$ cat src/rtl/swc_pkg.sv
`timescale 1ns / 1ps
`default_nettype none

package swc_pkg;

    // Window and number format
    localparam int MAX_PIXELS = 4096;
    localparam int FRAC_BITS  = 14;
    localparam int Q_BITS     = 30;

    // Field and accumulator widths
    localparam int PIX_W = 8;
    localparam int CNT_W = $clog2(MAX_PIXELS + 1);
    localparam int SUM_W = 20;
    localparam int SQ_W  = 28;
    localparam int SIM_W = 16;

    // Shared multiplier and datapath widths
    localparam int MUL_A_W   = 42;
    localparam int MUL_B_W   = 20;
    localparam int MUL_P_W   = MUL_A_W + MUL_B_W;
    localparam int PROD_W    = 55;
    localparam int VAR_W     = 42;
    localparam int N2_W      = 2 * CNT_W;
    localparam int DIV_W     = 55;
    localparam int Q_W       = Q_BITS + 1;
    localparam int CNT_DIV_W = $clog2(Q_BITS + 1);
    localparam int CQ_HI_W   = Q_W - MUL_B_W;

    // Final product and rounding
    localparam int PACC_W = 2 * Q_W - 1;
    localparam int RND_SH = 2 * Q_BITS - FRAC_BITS;
    localparam int MAG_W  = PACC_W + 1 - RND_SH;
    localparam int MAGX_W = (MAG_W > SIM_W + 1) ? MAG_W : SIM_W + 1;

    localparam logic [Q_W-1:0]    Q_ONE       = {1'b1, {Q_BITS{1'b0}}};
    localparam logic [PACC_W:0]   RND_HALF    = (PACC_W + 1)'(1) << (RND_SH - 1);
    localparam logic [MAGX_W-1:0] SIM_POS_LIM = MAGX_W'((1 << (SIM_W - 1)) - 1);
    localparam logic [MAGX_W-1:0] SIM_NEG_LIM = MAGX_W'(1 << (SIM_W - 1));

    // Stabilizing constants and scale, all terms scaled by 10000 * n^2
    localparam logic [MUL_B_W-1:0] C1_SCALED = 20'd65025;
    localparam logic [MUL_B_W-1:0] C2_SCALED = 20'd585225;
    localparam logic [MUL_B_W-1:0] SCALE     = 20'd10000;
    localparam logic [MUL_B_W-1:0] SCALE2    = 20'd20000;

    typedef struct packed {
        logic [CNT_W-1:0] count;
        logic [SUM_W-1:0] sx;
        logic [SUM_W-1:0] sy;
        logic [SQ_W-1:0]  sxx;
        logic [SQ_W-1:0]  syy;
        logic [SQ_W-1:0]  sxy;
        logic             ovf;
    } swc_sums_t;

    typedef struct packed {
        logic             start;
        logic [DIV_W-1:0] num;
        logic [DIV_W-1:0] den;
    } swc_div_req_t;

    typedef struct packed {
        logic           done;
        logic [Q_W-1:0] quo;
    } swc_div_rsp_t;

endpackage

`default_nettype wire

$ cat src/rtl/swc_div.sv
`timescale 1ns / 1ps
`default_nettype none

module swc_div import swc_pkg::*; (
    input  logic         clk,
    input  logic         rst_n,
    input  swc_div_req_t req,
    output swc_div_rsp_t rsp
);

    logic                 busy_reg;
    logic                 done_reg;
    logic [CNT_DIV_W-1:0] cnt_reg;
    logic [DIV_W-1:0]     rem_reg;
    logic [DIV_W-1:0]     den_reg;
    logic [Q_W-1:0]       quo_reg;
    logic [DIV_W:0]       rem_sh;
    logic [DIV_W:0]       rem_sub;
    logic                 fits;
    logic                 sat;

    // One restoring step per cycle
    assign rem_sh  = {rem_reg, 1'b0};
    assign rem_sub = rem_sh - {1'b0, den_reg};
    assign fits    = rem_sh >= {1'b0, den_reg};
    // Ratio of 1.0 or more is limited to 1.0 at once
    assign sat     = req.num >= req.den;

    always_ff @(posedge clk or negedge rst_n)
    begin
        if (!rst_n)
        begin
            busy_reg <= 1'b0;
            done_reg <= 1'b0;
            cnt_reg  <= '0;
        end
        else if (req.start)
        begin
            busy_reg <= !sat;
            done_reg <= sat;
            cnt_reg  <= CNT_DIV_W'(Q_BITS);
        end
        else if (busy_reg)
        begin
            cnt_reg <= cnt_reg - 1'b1;
            if (cnt_reg == CNT_DIV_W'(1))
            begin
                busy_reg <= 1'b0;
                done_reg <= 1'b1;
            end
        end
        else
        begin
            done_reg <= 1'b0;
        end
    end

    always_ff @(posedge clk)
    begin
        if (req.start)
        begin
            rem_reg <= req.num;
            den_reg <= req.den;
            quo_reg <= sat ? Q_ONE : '0;
        end
        else if (busy_reg)
        begin
            rem_reg <= fits ? rem_sub[DIV_W-1:0] : rem_sh[DIV_W-1:0];
            quo_reg <= {quo_reg[Q_W-2:0], fits};
        end
    end

    assign rsp.done = done_reg;
    assign rsp.quo  = quo_reg;

endmodule

`default_nettype wire

$ cat config.mk
export PLATFORM = sky130hd
export DESIGN_NAME = swc_div
export DESIGN_NICKNAME = d
export VERILOG_FILES = /design/src/rtl/swc_pkg.sv /design/src/rtl/swc_div.sv
export SDC_FILE = /design/constraint.sdc
export NUM_CORES = 1
export LEC_CHECK = 0
export BUFFER_PORTS_ARGS = -buffer_cell sky130_fd_sc_hd__buf_4
export CAP_MARGIN = 20
export CORE_ASPECT_RATIO = 0.8
export CORE_MARGIN = 2
export CORE_UTILIZATION = 35
export DETAILED_ROUTE_END_ITERATION = 8
export GPL_TIMING_DRIVEN = 0
export PLACE_DENSITY = 0.5
export SYNTH_ARGS = -nofsm -noshare
export SYNTH_HDL_FRONTEND = slang
export SYNTH_SLANG_ARGS = --single-unit
$ cat constraint.sdc
create_clock -name clk -period 3.6 [get_ports clk]
set_input_delay 0 -clock clk [delete_from_list [all_inputs] [get_ports clk]]
set_output_delay 0 -clock clk [all_outputs]
set_load 0.03 [all_outputs]
==> flow_summary.yaml, run 1 <==
outcome:
  status: "completed"
power_and_ir_drop:
  p_leak_uw: 0.00641
  ir_worst_vdd_v: 0.000416
  power.density_nw_per_um2: 732
placement:
  gp_congestion: 0.842
  hpwlAfterDp_mm: 23.0
  portBuffers: 144
  dp_slack_ns: -0.368
die:
  start_util_pct: 35.5
  die_h_um: 161
  die_w_um: 200
  die_area_um2: 32100
  core-area_um2: 30300
  ioPinCount: 145
  rows: 57
timing:
  fin_skew_ns: 0.0120
  fin_ws_ns: 0.141
  final_max_slew_viol_count: 0
  fin_crit_sh_pct: 96.1
  worstMarginPinSlew_ns: 0.922
  max_freq_mhz: 289
  slew_headroom_pct: 38.5
  finalSetupViolCount: 0
  hold_viol_final: 0
  fin_crit_ns: 3.46
synth:
  syn_avg_cell_area_um2: 9.83
  synthFlopType: "edfxtp_1"
  synth.most_common_cell: "edfxtp_1"
  syn_nets: 1319
  netlist_top_cells_area: "edfxtp_1 (39%), ha_1 (13%), inv_1 (4.1%)"
  syn_area_um2: 10700
  synth_top_area_share_pct: 39.4
  syn_inst: 1093
  synth_edf_count: 141
  async_flop_share_pct: 4.73
  synth_commonest_cells: "edfxtp_1 (141), inv_1 (118), ha_1 (112)"
  yosys_warnings: 0
  ys_seq_area_share_pct: 41.0
  yosysUniqueCellTypes: 66
  synth_seq_cells: 148
  yosys.area.top_type: "edfxtp_1"
setup_path:
  arrival_ns: 3.64
  startpoint_type: "flop"
  endpoint_kind: "flop"
  slowest_stage: "a2111oi_4"
  critPathKind: "flop to flop"
  cpLargestDelayFamily: "compound AO/OA/AOI/OAI gates"
  required_ns: 3.78
  critPathMaxFanout: 5
  slowest_delay_ns: 0.41
  path_cells: "inv_1 -> fa_2 -> a211o_1 -> a211o_1 -> a21oi_4 -> o21ai_4 -> a2111oi_4 -> a211oi_2 -> a311oi_2 -> xnor2_1 -> mux2_2 -> mux2_2"
  crit_buf_inv: 1
layout:
  fin_util_pct: 47.3
  syn_to_final_growth_pct: 33.5
  multi_input_area_um2: 5860
  fill_cells: 2967
  drive_above_1_share_pct: 18.9
  register_area_um2: 4410
  antennaDiodeCount: 0
  nets: 1602
grt:
  antenna_found_initial: 0
  grt.overflow.total: 0
  grt_pass1_vias: 8874
  grt_pass1_wl_mm: 48.2
  grt_usage_pct: 19.5
  grt_max_degree: 57
cts:
  clockBufferDepth: 2
  cts_tree: "built"
  clock_latency_ns: 0.44
  cts.sinks: 148
  cts_buffers: 17
  root_buffer: "clkbuf_16"
  clk_pin_slew_worst_paths_ns: 0.06
  htree_levels: 4
routing:
  drc: 0
  routed_via_density: 4.96
  drt_pass1_iterations: 4
  routedWlPerCell_um: 16.9
  finalWirelength_mm: 30.5
  drtIter0Drc: 378
  vias: 8939
  drt.antenna.violating_nets: 0
flow_run:
  drv_cap: 0
min_path:
  hp-class: "input pin to flop"
[final timing paths]
path | start | end | slack, ns | depth (start not counted)
min in group asynchronous | rst_n | cnt_reg[0] | 0.57 | 3
worst max register to register | den_reg[0] | rem_reg[50] | 0.14 | 12
worst min-delay path | req[110] | den_reg[39] | 0.19 | 1
worst min register to register | done_reg | done_reg | 0.54 | 1
max in group asynchronous | rst_n | cnt_reg[2] | 2.77 | 3
worst max-delay path | den_reg[0] | rem_reg[50] | 0.14 | 12
[layout make-up]
class | instances | area share (%)
buffer | 37 | 1.55
clock buffer | 21 | 3.28
clock inverter | 11 | 0.706
inverter | 118 | 3.09
multi-input combinational | 787 | 40.8
sequential | 148 | 30.7
tap | 413 | 3.60
timing repair buffer | 267 | 16.2
[cell usage in the layout (no fill, tap or decap), drive strengths merged, types with 3 or more instances in the layout]
cell type	Yosys	routed
buf	12	165
edfxtp	141	141
inv	118	120
dlygate4sd3	0	112
ha	112	112
nand2	101	101
o21ai	93	93
a21oi	86	86
clkbuf	28	48
a21o	43	43
nor2b	41	41
nor2	36	36
mux2i	33	33
xor2	29	29
nand4	25	25
xnor2	24	24
mux2	18	18
nand2b	15	15
o21a	11	11
nor3	11	11
o21bai	10	10
nand3	10	10
nor3b	8	8
dfrtp	7	7
a211oi	7	7
a211o	6	6
or3	6	6
o211ai	6	6
a31oi	6	6
and3	5	5
o221ai	4	4
nor4b	4	4
clkinvlp	0	4
clkinv	0	4
a31o	3	3
and4b	3	3
and2	3	3
nor4	3	3
and4	3	3
[what timing repair did]
item                                   in CTS  in global routing
cloned                                      0                  1
setup endpoints to repair                  55                 55
endpoints found under the hold margin     117                  0
setup buffers                               4                  5
gates resized for setup                     8                 39
pin swaps                                   1                 11
hold buffers                              112                  0
[worst reg2reg max path, delay by kind of cell (launching register included)]
family / cells / cell delay [ns]
XOR/XNOR: 1 / 0.11
adder cells (fa/ha/maj): 1 / 0.39
AO/OA/AOI/OAI: 7 / 1.72
buffers and inverters: 1 / 0.09
flip-flops: 1 / 0.39
multiplexers: 2 / 0.51
[cells by family after synthesis]
logic type	Yosys count	share of synthesized area, %
compound gates	291	17.0
xor+xnor	53	4.32
fa+ha+maj	113	13.2
buf+inv	158	6.10
flops	148	41.0
mux	51	4.96
simple gates	279	13.4
[metal layers]
layer / vias up / wire (um) / global-route usage [%]
met3: 14 / 1070 / 2.88
met4: 0 / 203 / 3.57
met5: - / 0 / 0
li1: 4521 / - / -
met1: 4251 / 15900 / 29.0
met2: 153 / 13400 / 30.0
[stage by stage]
stage               instance area [um^2]  setup TNS (ns)  instances  hold slack [ns]  power [uW]
floorplan                          10700               0       1093           -0.296        6800
global placement                   12300          -48.55       1650           -0.178        8240
finish                             14300               0       1802            0.193       10500
global route                       14300         -0.0394       1802            0.221       11300
CTS                                14200               0       1799            0.197       10300
detailed placement                 12400          -13.76       1651           -0.180        8250
[where the power goes]
group | internal, uW | leakage [uW] | switching (uW) | total, uW
logic | 2680 | 0.00463 | 3370 | 6050
registers | 2460 | 0.00152 | 225 | 2680
clock network | 1010 | 0.000272 | 758 | 1770
total | 6140 | 0.00641 | 4350 | 10500
Note: power is estimated with default switching activity, not from simulation.
==> run 2, diff against run 1 <==
--- a/config.mk
+++ b/config.mk
@@ -5,6 +5,7 @@
 export SDC_FILE = /design/constraint.sdc
 export NUM_CORES = 1
 export LEC_CHECK = 0
+export ABC_AREA = 1
 export BUFFER_PORTS_ARGS = -buffer_cell sky130_fd_sc_hd__buf_4
 export CAP_MARGIN = 20
 export CORE_ASPECT_RATIO = 0.8
@@ -12,7 +13,7 @@
 export CORE_UTILIZATION = 35
 export DETAILED_ROUTE_END_ITERATION = 8
 export GPL_TIMING_DRIVEN = 0
-export PLACE_DENSITY = 0.5
+export PLACE_DENSITY = 0.49
 export SYNTH_ARGS = -nofsm -noshare
 export SYNTH_HDL_FRONTEND = slang
 export SYNTH_SLANG_ARGS = --single-unit
==> flow_summary.yaml, run 2 <==
layout:
  instances_no_fill: 2741
  final_cell_mix: "nand2_1 (743), inv_1 (451), nor2_1 (163)"
  antennaDiodeCount: 0
  syn_to_final_growth_pct: 26.6
  nets: 2474
  layout_commonest_cell: "nand2_1"
  fill_cells: 3882
  register_area_um2: 4410
  multi_input_area_um2: 6660
  drive_above_1_share_pct: 9.24
synth:
  synth.most_common_cell: "nand2_1"
  synth_compound_area_share_pct: 3.34
  ys_seq_area_share_pct: 34.0
  synthAdderAreaFrac_pct: 11.0
  netlist_top_cells_area: "edfxtp_1 (33%), nand2_1 (22%), inv_1 (13%)"
  async_flop_share_pct: 4.73
  muxShareOfSynthArea_pct: 0
  synth_commonest_cells: "nand2_1 (743), inv_1 (452), nor2_1 (165)"
  synth_seq_cells: 148
  yosysUniqueCellTypes: 37
  syn_area_um2: 13000
  syn_nets: 2198
  yosys_warnings: 0
  synth_top_area_share_pct: 32.7
  synth_edf_count: 141
  yosys.area_share.simple_pct: 35.4
  syn_inst: 1972
  synth_xor_area_share_pct: 1.69
  synth_top_family_by_area: "simple AND/OR/NAND/NOR gates"
  yosys.area.top_type: "edfxtp_1"
  synthFlopType: "edfxtp_1"
  syn_avg_cell_area_um2: 6.57
flow_run:
  drv_cap: 0
setup_path:
  reg2reg_to: "rem_reg[31]"
  worstReg2RegStart: "rem_reg[6]"
  arrival_ns: 3.58
  r2r_cells: 14
  rrSetupSlack_ns: 0.25
  slowest_delay_ns: 0.44
  endpoint_kind: "flop"
  crit_path_start: "rem_reg[6]"
  slowest_stage: "clkbuf_1"
  required_ns: 3.82
  critPathMaxFanout: 10
  startpoint_type: "flop"
  cpMostUsedCell: "nand2_1"
  endpoint: "rem_reg[31]"
  critPathKind: "flop to flop"
  path_cells: "ha_1 -> nand2_1 -> inv_1 -> nand2_1 -> nand2_1 -> inv_1 -> nand2_1 -> nand2_1 -> nand3_1 -> nand2_4 -> clkbuf_1 -> nand4_1 -> nand3_1 -> nand2_1"
timing:
  fin_ws_ns: 0.246
  worstMarginPinSlew_ns: 0.880
  fin_skew_ns: 0.0158
  hold_viol_final: 0
  max_freq_mhz: 298
  rsz0062_at_grt: "no"
  finalSetupViolCount: 0
  fin_crit_sh_pct: 93.2
  hold_slack_ns: 0.184
  fin_crit_ns: 3.35
  final_max_slew_viol_count: 0
  slew_headroom_pct: 40.9
  finalSetupTns_ns: 0
die:
  die_h_um: 176
  core-area_um2: 36100
  rows: 62
  die_area_um2: 38600
  start_util_pct: 35.8
  die_w_um: 219
  ioPinCount: 145
placement:
  place_inst: 2597
  dp_slack_ns: 0.149
  hpwlAfterDp_mm: 37.2
  gp_congestion: 0.975
  portBuffers: 144
power_and_ir_drop:
  power.density_nw_per_um2: 652
  p_leak_uw: 0.00890
  ir_worst_vdd_v: 0.000267
grt:
  grt_usage_pct: 24.6
  grt.overflow.total: 0
  grt_pass1_vias: 12455
  antenna_found_initial: 1
  grt_pass1_wl_mm: 70.6
  grt_max_degree: 57
outcome:
  status: "completed"
routing:
  drc: 0
  routed_via_density: 4.70
  finalWirelength_mm: 45.9
  routedWlPerCell_um: 16.8
  vias: 12895
  drt_pass1_iterations: 5
  drt.antenna.violating_nets: 0
  drtIter0Drc: 903
min_path:
  hp-class: "input pin to flop"
  min_from: "req[110]"
cts:
  cts_tree: "built"
  clock_latency_ns: 0.47
  root_buffer: "clkbuf_16"
  cts.sinks: 148
  htree_levels: 4
  cts_buffers: 17
  clk_pin_slew_worst_paths_ns: 0.08
  clockBufferDepth: 2
-- run 2: cells by family (layout without fill, tap and decap cells) --
kind of cell	after synthesis	after routing
and+or+nand+nor	1112	1112
DFF	148	148
adders and majority gates	113	113
buffers and inverters	494	783
xor gates and xnor gates	25	25
AOI/OAI and AO/OA	80	80
-- run 2: worst min-delay path by stage --
stage	end	depth (start not counted)
CTS	den_reg[40]	1
floorplan	busy_reg	0
global route	den_reg[35]	1
global placement	done_reg	1
finish	den_reg[35]	1
detailed placement	busy_reg	1
-- run 2: power by group --
group	total, uW	internal (uW)	switching, uW	leakage (uW)
Combinational	6160	2050	4110	0.00709
Sequential	2640	2410	230	0.00151
Clock	1880	942	941	0.000293
-- run 2: layer usage --
layer  share of wire [%]  GRT usage (%)  up-vias
met2                  40           34.8      312
met1                  53           37.6     5937
li1                    -              -     6610
met5                   0              0        -
met4                 1.6           6.42        0
met3                 6.1           4.89       36
-- run 2: per-stage QoR --
stage	power, uW	instance area (um^2)	util [%]
after floorplan	6730	13000	-
after global placement	8620	14600	40.5
after detailed placement	8640	14700	40.6
after CTS	10700	16400	45.3
after global routing	11600	16400	45.4
final	10700	16400	45.4
-- run 2: area by class of cell --
cell class                 instances  share of cell area (%)
clock inverter                    15                    1.08
sequential                       148                    26.9
tap                              480                    3.66
multi-input combinational       1330                    40.6
buffer                            33                   0.984
clock buffer                      17                    2.59
inverter                         461                    10.6
timing repair buffer             257                    13.6
-- run 2: repair_timing --
item,CTS,global route
setup endpoints to repair,0,49
setup buffers,0,0
resized for setup,0,3
endpoints found under the hold margin,117,0
hold buffers,112,0
-- run 2: critical path, delay by kind of cell (launching register included) --
kind	cells	cell delay, ns
flip-flops	1	0.40
AND/OR/NAND/NOR	10	1.78
adder cells (fa/ha/maj)	1	0.38
buffers and inverters	3	0.58
==> run 3, diff against run 2 <==
--- a/config.mk
+++ b/config.mk
@@ -13,7 +13,7 @@
 export CORE_UTILIZATION = 35
 export DETAILED_ROUTE_END_ITERATION = 8
 export GPL_TIMING_DRIVEN = 0
-export PLACE_DENSITY = 0.49
+export PLACE_DENSITY = 0.6
 export SYNTH_ARGS = -nofsm -noshare
 export SYNTH_HDL_FRONTEND = slang
 export SYNTH_SLANG_ARGS = --single-unit
==> flow_summary.yaml, run 3 (same netlist as run 2, synthesis figures left out) <==
layout:
  instances_no_fill: 2741
  fin_area_um2: 16400
  antennaDiodeCount: 0
  layout_commonest_cell: "nand2_1"
  syn_to_final_growth_pct: 26.5
  drive_above_1_share_pct: 9.20
  fill_cells: 3817
  final_cell_mix: "nand2_1 (743), inv_1 (451), nor2_1 (164)"
  nets: 2474
routing:
  drtIter0Drc: 1056
  vias: 12957
  routedWlPerCell_um: 16.6
  drt.antenna.violating_nets: 0
  finalWirelength_mm: 45.5
  drt_pass1_iterations: 5
  routed_via_density: 4.73
  drc: 0
timing:
  finalSetupViolCount: 0
  fin_crit_sh_pct: 97.3
  fin_skew_ns: 0.0241
  fin_ws_ns: 0.0979
  slew_headroom_pct: 39.3
  max_freq_mhz: 286
  worstMarginPinSlew_ns: 0.911
  final_max_slew_viol_count: 0
  rsz0062_at_grt: "no"
  hold_viol_final: 0
  fin_crit_ns: 3.50
grt:
  grt_max_degree: 57
  grt_pass1_vias: 12458
  antenna_found_initial: 0
  grt_usage_pct: 24.2
  grt.overflow.total: 0
  grt_pass1_wl_mm: 69.8
placement:
  placed_area_um2: 14700
  portBuffers: 144
  dp_slack_ns: 0.141
  place_inst: 2597
  hpwlAfterDp_mm: 36.8
  gp_congestion: 0.931
flow_run:
  drv_cap: 0
setup_path:
  endpoint_kind: "flop"
  critPathKind: "flop to flop"
  startpoint_type: "flop"
  critPathMaxFanout: 10
  arrival_ns: 3.73
  required_ns: 3.83
cts:
  clockBufferDepth: 2
  clock_latency_ns: 0.47
  post_cts_buffers: 0
  htree_levels: 4
  cts.sinks: 148
  root_buffer: "clkbuf_16"
  clk_pin_slew_worst_paths_ns: 0.08
  cts_buffers: 17
  cts_tree: "built"
power_and_ir_drop:
  ir_worst_vdd_v: 0.000285
  p_leak_uw: 0.00889
  power.density_nw_per_um2: 650
die:
  start_util_pct: 35.8
  die_w_um: 219
  rows: 62
  die_area_um2: 38600
  core-area_um2: 36100
  die_h_um: 176
  ioPinCount: 145
min_path:
  hp-class: "input pin to flop"
outcome:
  status: "completed"
[run 3: changes by cell type in the layout (fill, tap and decap cells not counted), sizes merged]
cell and change:
clkinv +1, inv -1
[run 3: critical path: stages (launching register included)]
cell,delay (ns)
edfxtp_1,0.41
ha_1,0.37
nand2_1,0.13
nor2_2,0.33
nand4_1,0.28
nor2_1,0.35
nand4_4,0.36
nand3_4,0.35
buf_4,0.26
nand3_1,0.21
nand2_1,0.13
nand2_1,0.05
[run 3: worst paths after layout]
path,start,end,slack [ns],cells after the start
setup / recovery,rem_reg[6],rem_reg[52],0.1,11
hold reg to reg,cnt_reg[4],cnt_reg[4],0.50,1
setup reg to reg,rem_reg[6],rem_reg[52],0.1,11
hold / removal,req[110],den_reg[25],0.17,1
min in group asynchronous,rst_n,done_reg,0.50,3
max in group asynchronous,rst_n,cnt_reg[2],2.85,3
[run 3: area by class of cell]
class,instances,area (um^2),share of cell area (%)
plain buffers,33,161,0.985
inverters,461,1730,10.6
multi-input cells,1330,6660,40.6
well taps,480,601,3.66
flip-flops and latches,148,4410,26.9
repair buffers,257,2230,13.6
clock buffers,17,425,2.60
clock inverters,15,178,1.08
[run 3: layer usage]
layer	track usage [%]	vias to the layer above	part of all wire, %
met5	0	-	0
met4	3.43	0	0.74
met3	5.41	21	7.1
met2	36.1	331	42
met1	36.2	5997	51
li1	-	6608	-
[run 3: timing repair]
action / 4_1_cts / 5_1_grt
hold buffers: 112 / 0
endpoints found under the hold margin: 117 / 0
endpoints found under the setup margin: 0 / 29
gates resized for setup: 0 / 1
[run 3: per-stage QoR]
stage / utilization (%) / hold WS (ns) / power, uW / setup TNS, ns
after floorplan: - / -0.296 / 6730 / 0
after global placement: 40.5 / -0.181 / 8580 / -87.48
after detailed placement: 40.6 / -0.179 / 8610 / 0
after CTS: 45.3 / 0.181 / 10600 / 0
after global routing: 45.3 / 0.203 / 11600 / 0
final: 45.3 / 0.171 / 10700 / 0
[run 3: power breakdown]
part / internal [uW] / leakage, uW / switching (uW)
logic: 2050 / 0.00709 / 4100
registers: 2410 / 0.00151 / 226
clock network: 939 / 0.000291 / 941
