File: src/rtl/swc_pkg.sv
`timescale 1ns / 1ps
`default_nettype none

package swc_pkg;

    // Window and number format
    localparam int MAX_PIXELS = 4096;
    localparam int FRAC_BITS  = 14;
    localparam int Q_BITS     = 30;

    // Field and accumulator widths
    localparam int PIX_W = 8;
    localparam int CNT_W = $clog2(MAX_PIXELS + 1);
    localparam int SUM_W = 20;
    localparam int SQ_W  = 28;
    localparam int SIM_W = 16;

    // Shared multiplier and datapath widths
    localparam int MUL_A_W   = 42;
    localparam int MUL_B_W   = 20;
    localparam int MUL_P_W   = MUL_A_W + MUL_B_W;
    localparam int PROD_W    = 55;
    localparam int VAR_W     = 42;
    localparam int N2_W      = 2 * CNT_W;
    localparam int DIV_W     = 55;
    localparam int Q_W       = Q_BITS + 1;
    localparam int CNT_DIV_W = $clog2(Q_BITS + 1);
    localparam int CQ_HI_W   = Q_W - MUL_B_W;

    // Final product and rounding
    localparam int PACC_W = 2 * Q_W - 1;
    localparam int RND_SH = 2 * Q_BITS - FRAC_BITS;
    localparam int MAG_W  = PACC_W + 1 - RND_SH;
    localparam int MAGX_W = (MAG_W > SIM_W + 1) ? MAG_W : SIM_W + 1;

    localparam logic [Q_W-1:0]    Q_ONE       = {1'b1, {Q_BITS{1'b0}}};
    localparam logic [PACC_W:0]   RND_HALF    = (PACC_W + 1)'(1) << (RND_SH - 1);
    localparam logic [MAGX_W-1:0] SIM_POS_LIM = MAGX_W'((1 << (SIM_W - 1)) - 1);
    localparam logic [MAGX_W-1:0] SIM_NEG_LIM = MAGX_W'(1 << (SIM_W - 1));

    // Stabilizing constants and scale, all terms scaled by 10000 * n^2
    localparam logic [MUL_B_W-1:0] C1_SCALED = 20'd65025;
    localparam logic [MUL_B_W-1:0] C2_SCALED = 20'd585225;
    localparam logic [MUL_B_W-1:0] SCALE     = 20'd10000;
    localparam logic [MUL_B_W-1:0] SCALE2    = 20'd20000;

    typedef struct packed {
        logic [CNT_W-1:0] count;
        logic [SUM_W-1:0] sx;
        logic [SUM_W-1:0] sy;
        logic [SQ_W-1:0]  sxx;
        logic [SQ_W-1:0]  syy;
        logic [SQ_W-1:0]  sxy;
        logic             ovf;
    } swc_sums_t;

    typedef struct packed {
        logic             start;
        logic [DIV_W-1:0] num;
        logic [DIV_W-1:0] den;
    } swc_div_req_t;

    typedef struct packed {
        logic           done;
        logic [Q_W-1:0] quo;
    } swc_div_rsp_t;

endpackage

`default_nettype wire

File: src/rtl/swc_accum.sv
`timescale 1ns / 1ps
`default_nettype none

module swc_accum import swc_pkg::*; (
    input  logic             clk,
    input  logic             rst_n,
    input  logic             take,
    input  logic             clear,
    input  logic [PIX_W-1:0] image_pixel,
    input  logic [PIX_W-1:0] glyph_pixel,
    output swc_sums_t        sums
);

    swc_sums_t            sums_reg;
    swc_sums_t            sums_next;
    logic [2*PIX_W-1:0]   xx;
    logic [2*PIX_W-1:0]   yy;
    logic [2*PIX_W-1:0]   xy;

    // Per-beat products
    assign xx = image_pixel * image_pixel;
    assign yy = glyph_pixel * glyph_pixel;
    assign xy = image_pixel * glyph_pixel;

    // Clear, accumulate, or hold and flag once the window is full
    always_comb
    begin
        sums_next = sums_reg;
        if (clear)
        begin
            sums_next = '0;
        end
        else if (take)
        begin
            if (sums_reg.count >= CNT_W'(MAX_PIXELS))
            begin
                sums_next.ovf = 1'b1;
            end
            else
            begin
                sums_next.sx    = sums_reg.sx + SUM_W'(image_pixel);
                sums_next.sy    = sums_reg.sy + SUM_W'(glyph_pixel);
                sums_next.sxx   = sums_reg.sxx + SQ_W'(xx);
                sums_next.syy   = sums_reg.syy + SQ_W'(yy);
                sums_next.sxy   = sums_reg.sxy + SQ_W'(xy);
                sums_next.count = sums_reg.count + 1'b1;
            end
        end
    end

    always_ff @(posedge clk or negedge rst_n)
    begin
        if (!rst_n)
        begin
            sums_reg <= '0;
        end
        else
        begin
            sums_reg <= sums_next;
        end
    end

    assign sums = sums_reg;

endmodule

`default_nettype wire

File: config.mk
export PLATFORM = sky130hd
export DESIGN_NAME = swc_accum
export DESIGN_NICKNAME = d
export VERILOG_FILES = /design/src/rtl/swc_pkg.sv /design/src/rtl/swc_accum.sv
export SDC_FILE = /design/constraint.sdc
export NUM_CORES = 1
export LEC_CHECK = 0
export BUFFER_PORTS_ARGS = -buffer_cell sky130_fd_sc_hd__buf_2
export CAP_MARGIN = 10
export CORE_MARGIN = 1.5
export CORE_UTILIZATION = 38
export DETAILED_ROUTE_END_ITERATION = 6
export PLACE_DENSITY = 0.68
export SLEW_MARGIN = 0
export SYNTH_ARGS = -nofsm -noshare
export SYNTH_HDL_FRONTEND = slang
export SYNTH_SLANG_ARGS = --single-unit
File: constraint.sdc
create_clock -name clk -period 4.46 [get_ports clk]
set_input_delay 0.446 -clock clk [delete_from_list [all_inputs] [get_ports clk]]
set_output_delay 0.446 -clock clk [all_outputs]
set_load 0.1 [all_outputs]
==> impl_metrics.yaml, run 1 <==
synthesis:
  syn_area_mm2: 0.0139
  yosysUniqueCellTypes: 65
  synth_edf_count: 0
  synthCells: 1561
  synth_seq_cells: 138
  synth_nets: 1847
  async_flop_share_pct: 100
  avgSynthCellArea_um2: 8.88
  yosysWarningCount: 0
  yosysSeqAreaShare_pct: 24.9
  synthFlopType: "dfrtp_1"
detailed_routing:
  vias_per_cell: 5.09
  routedWlPerCell_um: 15.9
  vias: 11700
  dr.pass1.iters: 7
  drc: 11
  drtAntennaViolNets: 0
  drt_wl_total_um: 36700
  drtIter0Drc: 590
floorplanning:
  ioPinCount: 158
  die_h_um: 194
  rows: 69
  core_area_mm2: 0.0357
  die_w_um: 194
  dieArea_mm2: 0.0376
  start_util_pct: 38.8
global_routing:
  antenna_found_initial: 0
  busiest_layer: "met2"
  track_usage_pct: 20.1
  grt_util_met3_pct: 4.89
  globalRouteMet1Util_pct: 27.2
  grt-ovfl-total: 0
  grt_max_degree: 85
  gr-usage-met2_pct: 32.5
  grt_pass1_wl_um: 60700
  grt_pass1_vias: 11900
clock_tree:
  numCtsBuffers: 17
  clk_pin_slew_ns: 0.07
  cts.path.max_buffers: 2
  clock_sinks: 138
  clk_latency_ns: 0.45
  root_buffer: "clkbuf_16"
  cts_tree: "built"
  htree_levels: 4
setup_path:
  required_ns: 4.77
  end_kind: "flip-flop"
  critPathLaunchType: "input port"
  crit_type: "input port to flip-flop"
  cp.arrival_ns: 4.68
  path_max_fanout: 8
outcome:
  violations: "design-rule violations"
  outcome: "complete, but fails checks"
cells_and_area:
  area_growth_pct: 25.3
  fin_area_mm2: 0.0174
  nets: 2117
  largest_reg_flops: 138
  drive_gt1_share_pct: 24.7
  post_layout_nonfiller_instances: 2305
  diodes: 0
timing:
  rsz0062_at_grt: "true"
  skew_ns: 0.0128
  fin_crit_ns: 4.37
  worst_slack_ns: 0.0889
  fmax_mhz: 229
  fin_crit_sh_pct: 98.0
  final-setup-viol-count: 0
  max-slew-margin-rel_pct: 51.3
  slew_violations: 0
  hold_viol_final: 0
  tightest_slew_ns: 0.721
  fin_hold_ws_ns: 0.310
power:
  p_per_area_mw_per_mm2: 665
  power.leakage_nw: 8.96
  irDropWorstVdd_mv: 0.469
flow_run:
  cap_violations: 0
hold_path:
  min_path_type: "input port to flip-flop"
placed_design:
  place_congestion: 0.860
  placedCellCount: 2261
  dpl_worst_slack_ns: -0.521
  dpl_cell_area_mm2: 0.0164
  hpwlAfterDp_um: 27800
  numPortBuffers: 157
## per-stage QoR
stage	TNS [ns]	utilization (%)	total power (W)
detailed placement	-16.10	45.8	0.00929
global placement	-14.02	45.8	0.00913
global route	-0.318	48.6	0.0126
finish	0	48.6	0.0116
floorplan	-0.000616	-	0.00708
CTS	0	47.6	0.0110
## metal layers
| layer | vias up | wire [um] | part of all wire [%] |
|---|---|---|---|
| met4 | 0 | 580 | 1.6 |
| li1 | 5591 | - | - |
| met1 | 5848 | 17000 | 46 |
| met2 | 252 | 17100 | 47 |
| met5 | - | 0 | 0 |
| met3 | 36 | 2000 | 5.5 |
## cell families after synthesis
| group | after synthesis | synth area share (%) |
|---|---|---|
| AND/OR/NAND/NOR | 461 | 15.7 |
| buffers and inverters | 314 | 8.73 |
| AO/OA/AOI/OAI | 271 | 12.7 |
| adder cells (fa/ha/maj) | 266 | 30.8 |
| flip-flops | 138 | 24.9 |
| XOR/XNOR | 106 | 6.70 |
| multiplexers | 5 | 0.388 |
## what timing repair did
action                                 in CTS  in global routing
endpoints found under the hold margin      30                  0
hold buffers                                1                  0
setup buffers                               1                 10
gates resized for setup                     9                 61
setup endpoints to repair                   9                 42
pin swaps                                   6                 45
## power breakdown
group          internal (W)  switching, W
logic               0.00362       0.00485
clock network      0.000857      0.000655
registers           0.00142      0.000143
## Yosys cell counts (all sizes together), types with 3 or more instances
cell type    n  area, um2
a21o        19        144
fa         126       2520
o21ai       47        239
clkbuf      47        190
and3        15       93.8
a221o        3       30.0
buf         11       58.8
nand3       25        125
o21a         5       45.0
nor2b       15       93.8
a22o        16        140
o211ai       6       45.0
a41o         3       30.0
ha         140       1750
and2        77        482
dfrtp      138       3450
a21oi      106        534
or3         10       62.6
nand2b       8       50.1
a2111oi      4       53.8
o31ai        3       22.5
xor2        38        333
nand4       16        100
a211oi      24        190
xnor2       68        596
or2          5       33.8
nor2       101        379
nand2      169        634
o21bai       7       52.6
nor3        13       65.1
inv        256        961
a31oi       11       75.1
mux2         3       33.8
a311oi       4       35.0
## placed cells by master, fill, tap and decap left out, drive strengths merged, types with 6 or more instances in the layout
| cell type | instances |
|---|---|
| a211oi | 24 |
| a21o | 19 |
| a21oi | 106 |
| a22o | 16 |
| a31oi | 11 |
| and2 | 77 |
| and3 | 15 |
| buf | 300 |
| clkbuf | 28 |
| dfrtp | 138 |
| fa | 126 |
| ha | 140 |
| inv | 263 |
| nand2 | 169 |
| nand2b | 8 |
| nand3 | 25 |
| nand4 | 16 |
| nor2 | 101 |
| nor2b | 15 |
| nor3 | 13 |
| o211ai | 6 |
| o21ai | 47 |
| o21bai | 7 |
| or3 | 10 |
| xnor2 | 68 |
| xor2 | 38 |
## critical path, stage by stage
cell and delay, ns:
buf_2 0.18, and2_4 0.18, inv_1 0.06, fa_1 0.55
inv_2 0.05, fa_1 0.48, fa_1 0.51, inv_1 0.05
fa_1 0.49, inv_2 0.05, ha_4 0.28, o21ai_2 0.06
o21a_2 0.26, or2_4 0.28, o21a_4 0.22, a2111oi_4 0.31
xnor2_1 0.16, nor2_1 0.05
## final timing paths
path,start,to,slack (ns),depth (start not counted)
worst max-delay path,glyph_pixel[7],sums[54]$_DFFE_PN0P_,0.09,18
worst min-delay path,take,sums[0]$_DFFE_PN0P_,0.31,3
worst max register to register,sums[36]$_DFFE_PN0P_,sums[54]$_DFFE_PN0P_,0.09,16
worst min register to register,sums[0]$_DFFE_PN0P_,sums[0]$_DFFE_PN0P_,0.50,2
max in group asynchronous,rst_n,sums[5]$_DFFE_PN0P_,2.97,3
min in group asynchronous,rst_n,sums[78]$_DFFE_PN0P_,0.54,2
## cell type report
type                            count  area, um2
Sequential cell                   138       3490
Tap cell                          461        577
Multi-Input combinational cell   1109       9700
Timing Repair Buffer              309       2040
Inverter                          256        961
Fill cell                        3390      18400
Clock buffer                       20        447
Clock inverter                     12        150
No activity file was read; power rests on OpenSTA's default activity.
==> run 2: changes to the inputs <==
CORE_MARGIN = not set   (was 1.5)
PLACE_DENSITY = 0.64   (was 0.68)
==> run 2 against run 1 <==
Compared with the run above: the flow still finishes with violations (design-rule violations); critical path depth stayed put; sequential power hardly changed; combinational power is 1% lower; core utilization is 0.16 points lower; design area is 0.32% lower; critical endpoint is now sums[82]$_DFFE_PN0P_; largest cell class unchanged; largest power group unchanged; highest routed layer unchanged.
==> impl_metrics.yaml, run 2 (synthesized netlist as in run 1, its figures left out) <==
outcome:
  outcome: "complete, but fails checks"
  violations: "design-rule violations"
timing:
  finalSetupTns_ns: 0
  slew_violations: 0
  fin_crit_ns: 4.37
  skew_ns: 0.0134
  max-slew-margin-rel_pct: 37.8
  rsz0062_at_grt: "true"
  fin_crit_sh_pct: 98.0
  tightest_slew_ns: 0.930
  fmax_mhz: 229
  hold_viol_final: 0
  final-setup-viol-count: 0
floorplanning:
  ioPinCount: 158
  rows: 69
  die_w_um: 193
  die_h_um: 193
  start_util_pct: 38.8
  dieArea_mm2: 0.0372
  core_area_mm2: 0.0357
power:
  pwr-share-clk_pct: 13.1
  irDropWorstVdd_mv: 0.460
  pwr-share-seq_pct: 13.8
  power.leakage_nw: 8.94
  p_sw_share_pct: 49.0
  p_per_area_mw_per_mm2: 661
  internal_power_w: 0.00583
  p_sw_w: 0.00561
  p_comb_share_pct: 73.1
detailed_routing:
  dr.pass1.iters: 7
  drc: 15
  drt_wl_total_um: 36500
  drtIter0Drc: 533
  vias_per_cell: 5.05
  drtAntennaViolNets: 0
  routedWlPerCell_um: 15.8
  vias: 11600
setup_path:
  crit_top_cell: "ha_1"
  r2r-end: "sums[82]$_DFFE_PN0P_"
  crit_slowest_cell: "fa_1"
  rr_startpoint: "sums[61]$_DFFE_PN0P_"
  cp.arrival_ns: 4.70
  path_max_fanout: 14
  critPathLaunch: "image_pixel[0]"
  rrSetupSlack_ns: 0.11
  critPathBufInv: 4
  end_kind: "flip-flop"
  critPathLaunchType: "input port"
  cp_cell_sequence: "clkbuf_4, buf_4, and2_1, fa_1, ha_1, ha_1, inv_1, fa_1, inv_1, ha_1, fa_2, a211oi_2, o21bai_2, a21oi_4, o221ai_4, o2bb2ai_4, nand3_1, mux2_2"
  crit_type: "input port to flip-flop"
  slowest_delay_ns: 0.53
  path_depth: 18
  required_ns: 4.79
  rr_worst_depth: 16
  endpoint: "sums[82]$_DFFE_PN0P_"
  path_delay_family: "adder cells"
placed_design:
  hpwlAfterDp_um: 27900
  placedCellCount: 2266
  numPortBuffers: 157
  place_congestion: 0.866
hold_path:
  min_path_type: "input port to asynchronous set/reset pin"
cells_and_area:
  drive_gt1_share_pct: 24.9
  nets: 2113
  post_layout_nonfiller_instances: 2302
  layout_common_cells: "inv_1 (244), nand2_1 (168), buf_4 (147)"
  layout_commonest_cell: "inv_1"
  area_growth_pct: 24.9
  largest_reg_flops: 138
clock_tree:
  root_buffer: "clkbuf_16"
  cts_tree: "built"
  htree_levels: 4
  clk_pin_slew_ns: 0.07
  cts.path.max_buffers: 2
  clk_latency_ns: 0.44
  clock_sinks: 138
  numCtsBuffers: 17
global_routing:
  antenna_found_initial: 1
  track_usage_pct: 20.5
  grt-ovfl-total: 0
  grt_max_degree: 83
  grt_pass1_vias: 11700
  grt_pass1_wl_um: 59800
flow_run:
  cap_violations: 0
[run 2: final cells by class]
class	instances	area, um2
repair buffers	305	1980
multi-input cells	1109	9690
well taps	461	577
inverters	256	963
clock inverters	13	158
diodes	1	2.50
flip-flops and latches	138	3490
fillers	3434	18400
clock buffers	19	443
[run 2: power by group through the flow]
stage / Clock, W / Sequential, W / Combinational (W)
floorplan: 0 / 0.00261 / 0.00447
global placement: 0 / 0.00160 / 0.00764
detailed placement: 0 / 0.00161 / 0.00777
CTS: 0.00154 / 0.00159 / 0.00785
global route: 0.00159 / 0.00160 / 0.00928
finish: 0.00150 / 0.00158 / 0.00837
[run 2: per-layer routing]
layer	vias to the layer above	part of all wire (%)	track usage (%)	routed length (um)
li1	5592	-	-	-
met1	5770	46	27.9	16900
met2	230	47	33.1	17100
met3	32	4.9	4.07	1780
met4	0	1.8	5.86	668
met5	-	0	0	0
[run 2: per-stage QoR]
step           hold slack (ns)  area (um2)  total power [W]  util, %  worst slack [ns]
2_1_floorplan            0.150       14200          0.00708        -         -0.000616
3_3_place_gp             0.477       16400          0.00924     45.8            -0.390
3_5_place_dp             0.515       16400          0.00937     45.8            -0.481
4_1_cts                 0.0701       17000           0.0110     47.5           0.00199
5_1_grt                  0.105       17300           0.0125     48.4           -0.0551
6_report                0.0506       17300           0.0114     48.4            0.0902
[run 2: worst min path at each step]
stage,slack [ns],to,cells after the start
5_1_grt,0.11,sums[76]$_DFFE_PN0P_,1
3_5_place_dp,0.52,sums[0]$_DFFE_PN0P_,2
4_1_cts,0.07,sums[78]$_DFFE_PN0P_,1
3_3_place_gp,0.48,sums[0]$_DFFE_PN0P_,2
6_report,0.05,sums[100]$_DFFE_PN0P_,1
2_1_floorplan,0.15,sums[0]$_DFFE_PN0P_,0
[run 2: timing repair]
item | 4_1_cts | 5_1_grt
endpoints found under the setup margin | 9 | 45
buffers inserted | 0 | 3
gates resized for setup | 2 | 80
endpoints found under the hold margin | 0 | 0
pin swaps | 7 | 51
hold buffers | 0 | 0
==> run 3: changes to the inputs <==
CTS_BUF_LIST = sky130_fd_sc_hd__clkbuf_4 sky130_fd_sc_hd__clkbuf_8   (was not set)
==> run 3 against run 2 <==
Compared with the run above: the flow still finishes with violations (design-rule violations); fmax increased by 0.93%; critical path depth decreased by 2; register-to-register slack improved by 0.02 ns; sequential share of layout area increased by 0.21 points; design area decreased by 1.0%; count of clock-buffer cells in the layout unchanged; highest routed layer unchanged.
==> impl_metrics.yaml, run 3 (synthesized netlist as in run 1, its figures left out) <==
power:
  irDropWorstVdd_mv: 0.457
  p_per_area_mw_per_mm2: 646
  internal_power_w: 0.00550
  power.leakage_nw: 8.87
  power_w: 0.0111
  pwr-share-seq_pct: 14.3
  pwr-share-clk_pct: 10.2
  p_sw_share_pct: 50.2
  p_sw_w: 0.00556
  p_comb_share_pct: 75.5
clock_tree:
  clk_latency_ns: 0.49
  numCtsBuffers: 17
  clock_sinks: 138
  clk_pin_slew_ns: 0.09
  htree_levels: 4
  cts.path.max_buffers: 2
  root_buffer: "clkbuf_8"
  cts_tree: "built"
cells_and_area:
  layout_common_cells: "inv_1 (244), nand2_1 (168), buf_2 (153)"
  largest_reg_flops: 138
  drive_gt1_share_pct: 24.9
  layout_commonest_cell: "inv_1"
  nets: 2115
  fin_area_mm2: 0.0171
  area_growth_pct: 23.6
  fillers: 3470
timing:
  hold_viol_final: 0
  fin_crit_ns: 4.33
  rsz0062_at_grt: "true"
  max-slew-margin-rel_pct: 37.6
  slew_violations: 0
  fin_crit_sh_pct: 97.1
  skew_ns: 0.0176
  final-setup-viol-count: 0
  fmax_mhz: 231
  tightest_slew_ns: 0.932
setup_path:
  critPathLaunchType: "flip-flop"
  slowest_delay_ns: 0.51
  crit_type: "flip-flop to flip-flop"
  crit_slowest_cell: "fa_1"
  cp_cell_sequence: "inv_2, fa_1, inv_2, fa_1, fa_1, inv_1, fa_1, inv_2, ha_4, o21ai_2, o21a_4, nor3_4, o2111ai_2, a21oi_2, nor3b_4, mux2_4"
  cp.arrival_ns: 4.71
  crit_top_cell: "fa_1"
  path_max_fanout: 3
  end_kind: "flip-flop"
  required_ns: 4.84
global_routing:
  grt_pass1_vias: 11700
  grt_max_degree: 83
  grt_pass1_wl_um: 59700
  grt-ovfl-total: 0
  antenna_found_initial: 1
  track_usage_pct: 20.5
detailed_routing:
  dr.pass1.iters: 7
  dr_wl_met3_um: 1860
  drtIter0Drc: 557
  routedWlPerCell_um: 15.8
  drc: 22
  wl_met2_um: 17000
  met1_length_um: 16900
  drt_wl_total_um: 36300
  vias_per_cell: 5.02
  drtAntennaViolNets: 0
  vias: 11600
  routed.top_layer: "met4"
placed_design:
  dpl_cell_area_mm2: 0.0164
  place_congestion: 0.866
  numPortBuffers: 157
  hpwlAfterDp_um: 27900
floorplanning:
  dieArea_mm2: 0.0372
  core_area_mm2: 0.0357
  rows: 69
  start_util_pct: 38.8
  die_h_um: 193
  die_w_um: 193
  ioPinCount: 158
outcome:
  outcome: "complete, but fails checks"
  violations: "design-rule violations"
flow_run:
  cap_violations: 0
hold_path:
  min_path_type: "input port to flip-flop"
## run 3: area by class of cell
type	count	area, um2	area share, %
Sequential cell	138	3490	20.4
Clock inverter	13	158	0.920
Clock buffer	19	255	1.49
Antenna cell	1	2.50	0.0146
Inverter	256	963	5.62
Multi-Input combinational cell	1109	9700	56.6
Timing Repair Buffer	307	1980	11.6
Tap cell	461	577	3.37
## run 3: power groups by stage
stage	clock network, W	registers [W]	logic, W
final	0.00113	0.00158	0.00834
after detailed placement	0	0.00161	0.00777
after floorplan	0	0.00261	0.00447
after CTS	0.00118	0.00158	0.00787
after global routing	0.00123	0.00160	0.00928
after global placement	0	0.00160	0.00764
## run 3: timing repair
| item | CTS | global route |
|---|---|---|
| pin swaps | 7 | 48 |
| endpoints found under the setup margin | 10 | 41 |
| cloned | 0 | 0 |
| hold endpoints to repair | 3 | 0 |
| hold buffers | 1 | 0 |
| setup buffers | 0 | 4 |
| gates resized for setup | 3 | 67 |
## run 3: metal layers
| layer | GRT usage [%] | vias up |
|---|---|---|
| met3 | 4.29 | 31 |
| met1 | 28.0 | 5716 |
| met5 | 0 | - |
| met4 | 5.41 | 0 |
| met2 | 33.0 | 237 |
| li1 | - | 5588 |
## run 3: stage by stage
step                util [%]  instances  setup TNS, ns  setup WS (ns)  hold WS, ns
floorplan                  -       1561      -0.000616      -0.000616        0.150
global route            47.9       2304        -0.0743        -0.0304        0.267
finish                  47.9       2304              0          0.130        0.276
CTS                     47.0       2299              0        0.00967        0.236
detailed placement      45.8       2266         -16.35         -0.481        0.515
global placement        45.8       2266         -13.54         -0.390        0.477
## run 3: worst paths after layout
| check | start | cells after the start | slack (ns) | end |
|---|---|---|---|---|
| setup reg to reg | sums[36]$_DFFE_PN0P_ | 16 | 0.13 | sums[56]$_DFFE_PN0P_ |
| hold reg to reg | sums[0]$_DFFE_PN0P_ | 2 | 0.52 | sums[0]$_DFFE_PN0P_ |
| min in group asynchronous | rst_n | 2 | 0.56 | sums[76]$_DFFE_PN0P_ |
| max in group asynchronous | rst_n | 3 | 2.85 | sums[3]$_DFFE_PN0P_ |
| setup / recovery | sums[36]$_DFFE_PN0P_ | 16 | 0.13 | sums[56]$_DFFE_PN0P_ |
| hold / removal | take | 3 | 0.28 | sums[0]$_DFFE_PN0P_ |
## run 3: critical path: cells and delay by family (launching register included)
kind	cells	cell delay, ns
flops	1	0.42
simple gates	2	0.43
mux	1	0.31
compound gates	4	0.63
fa+ha+maj	5	2.24
buf+inv	4	0.18
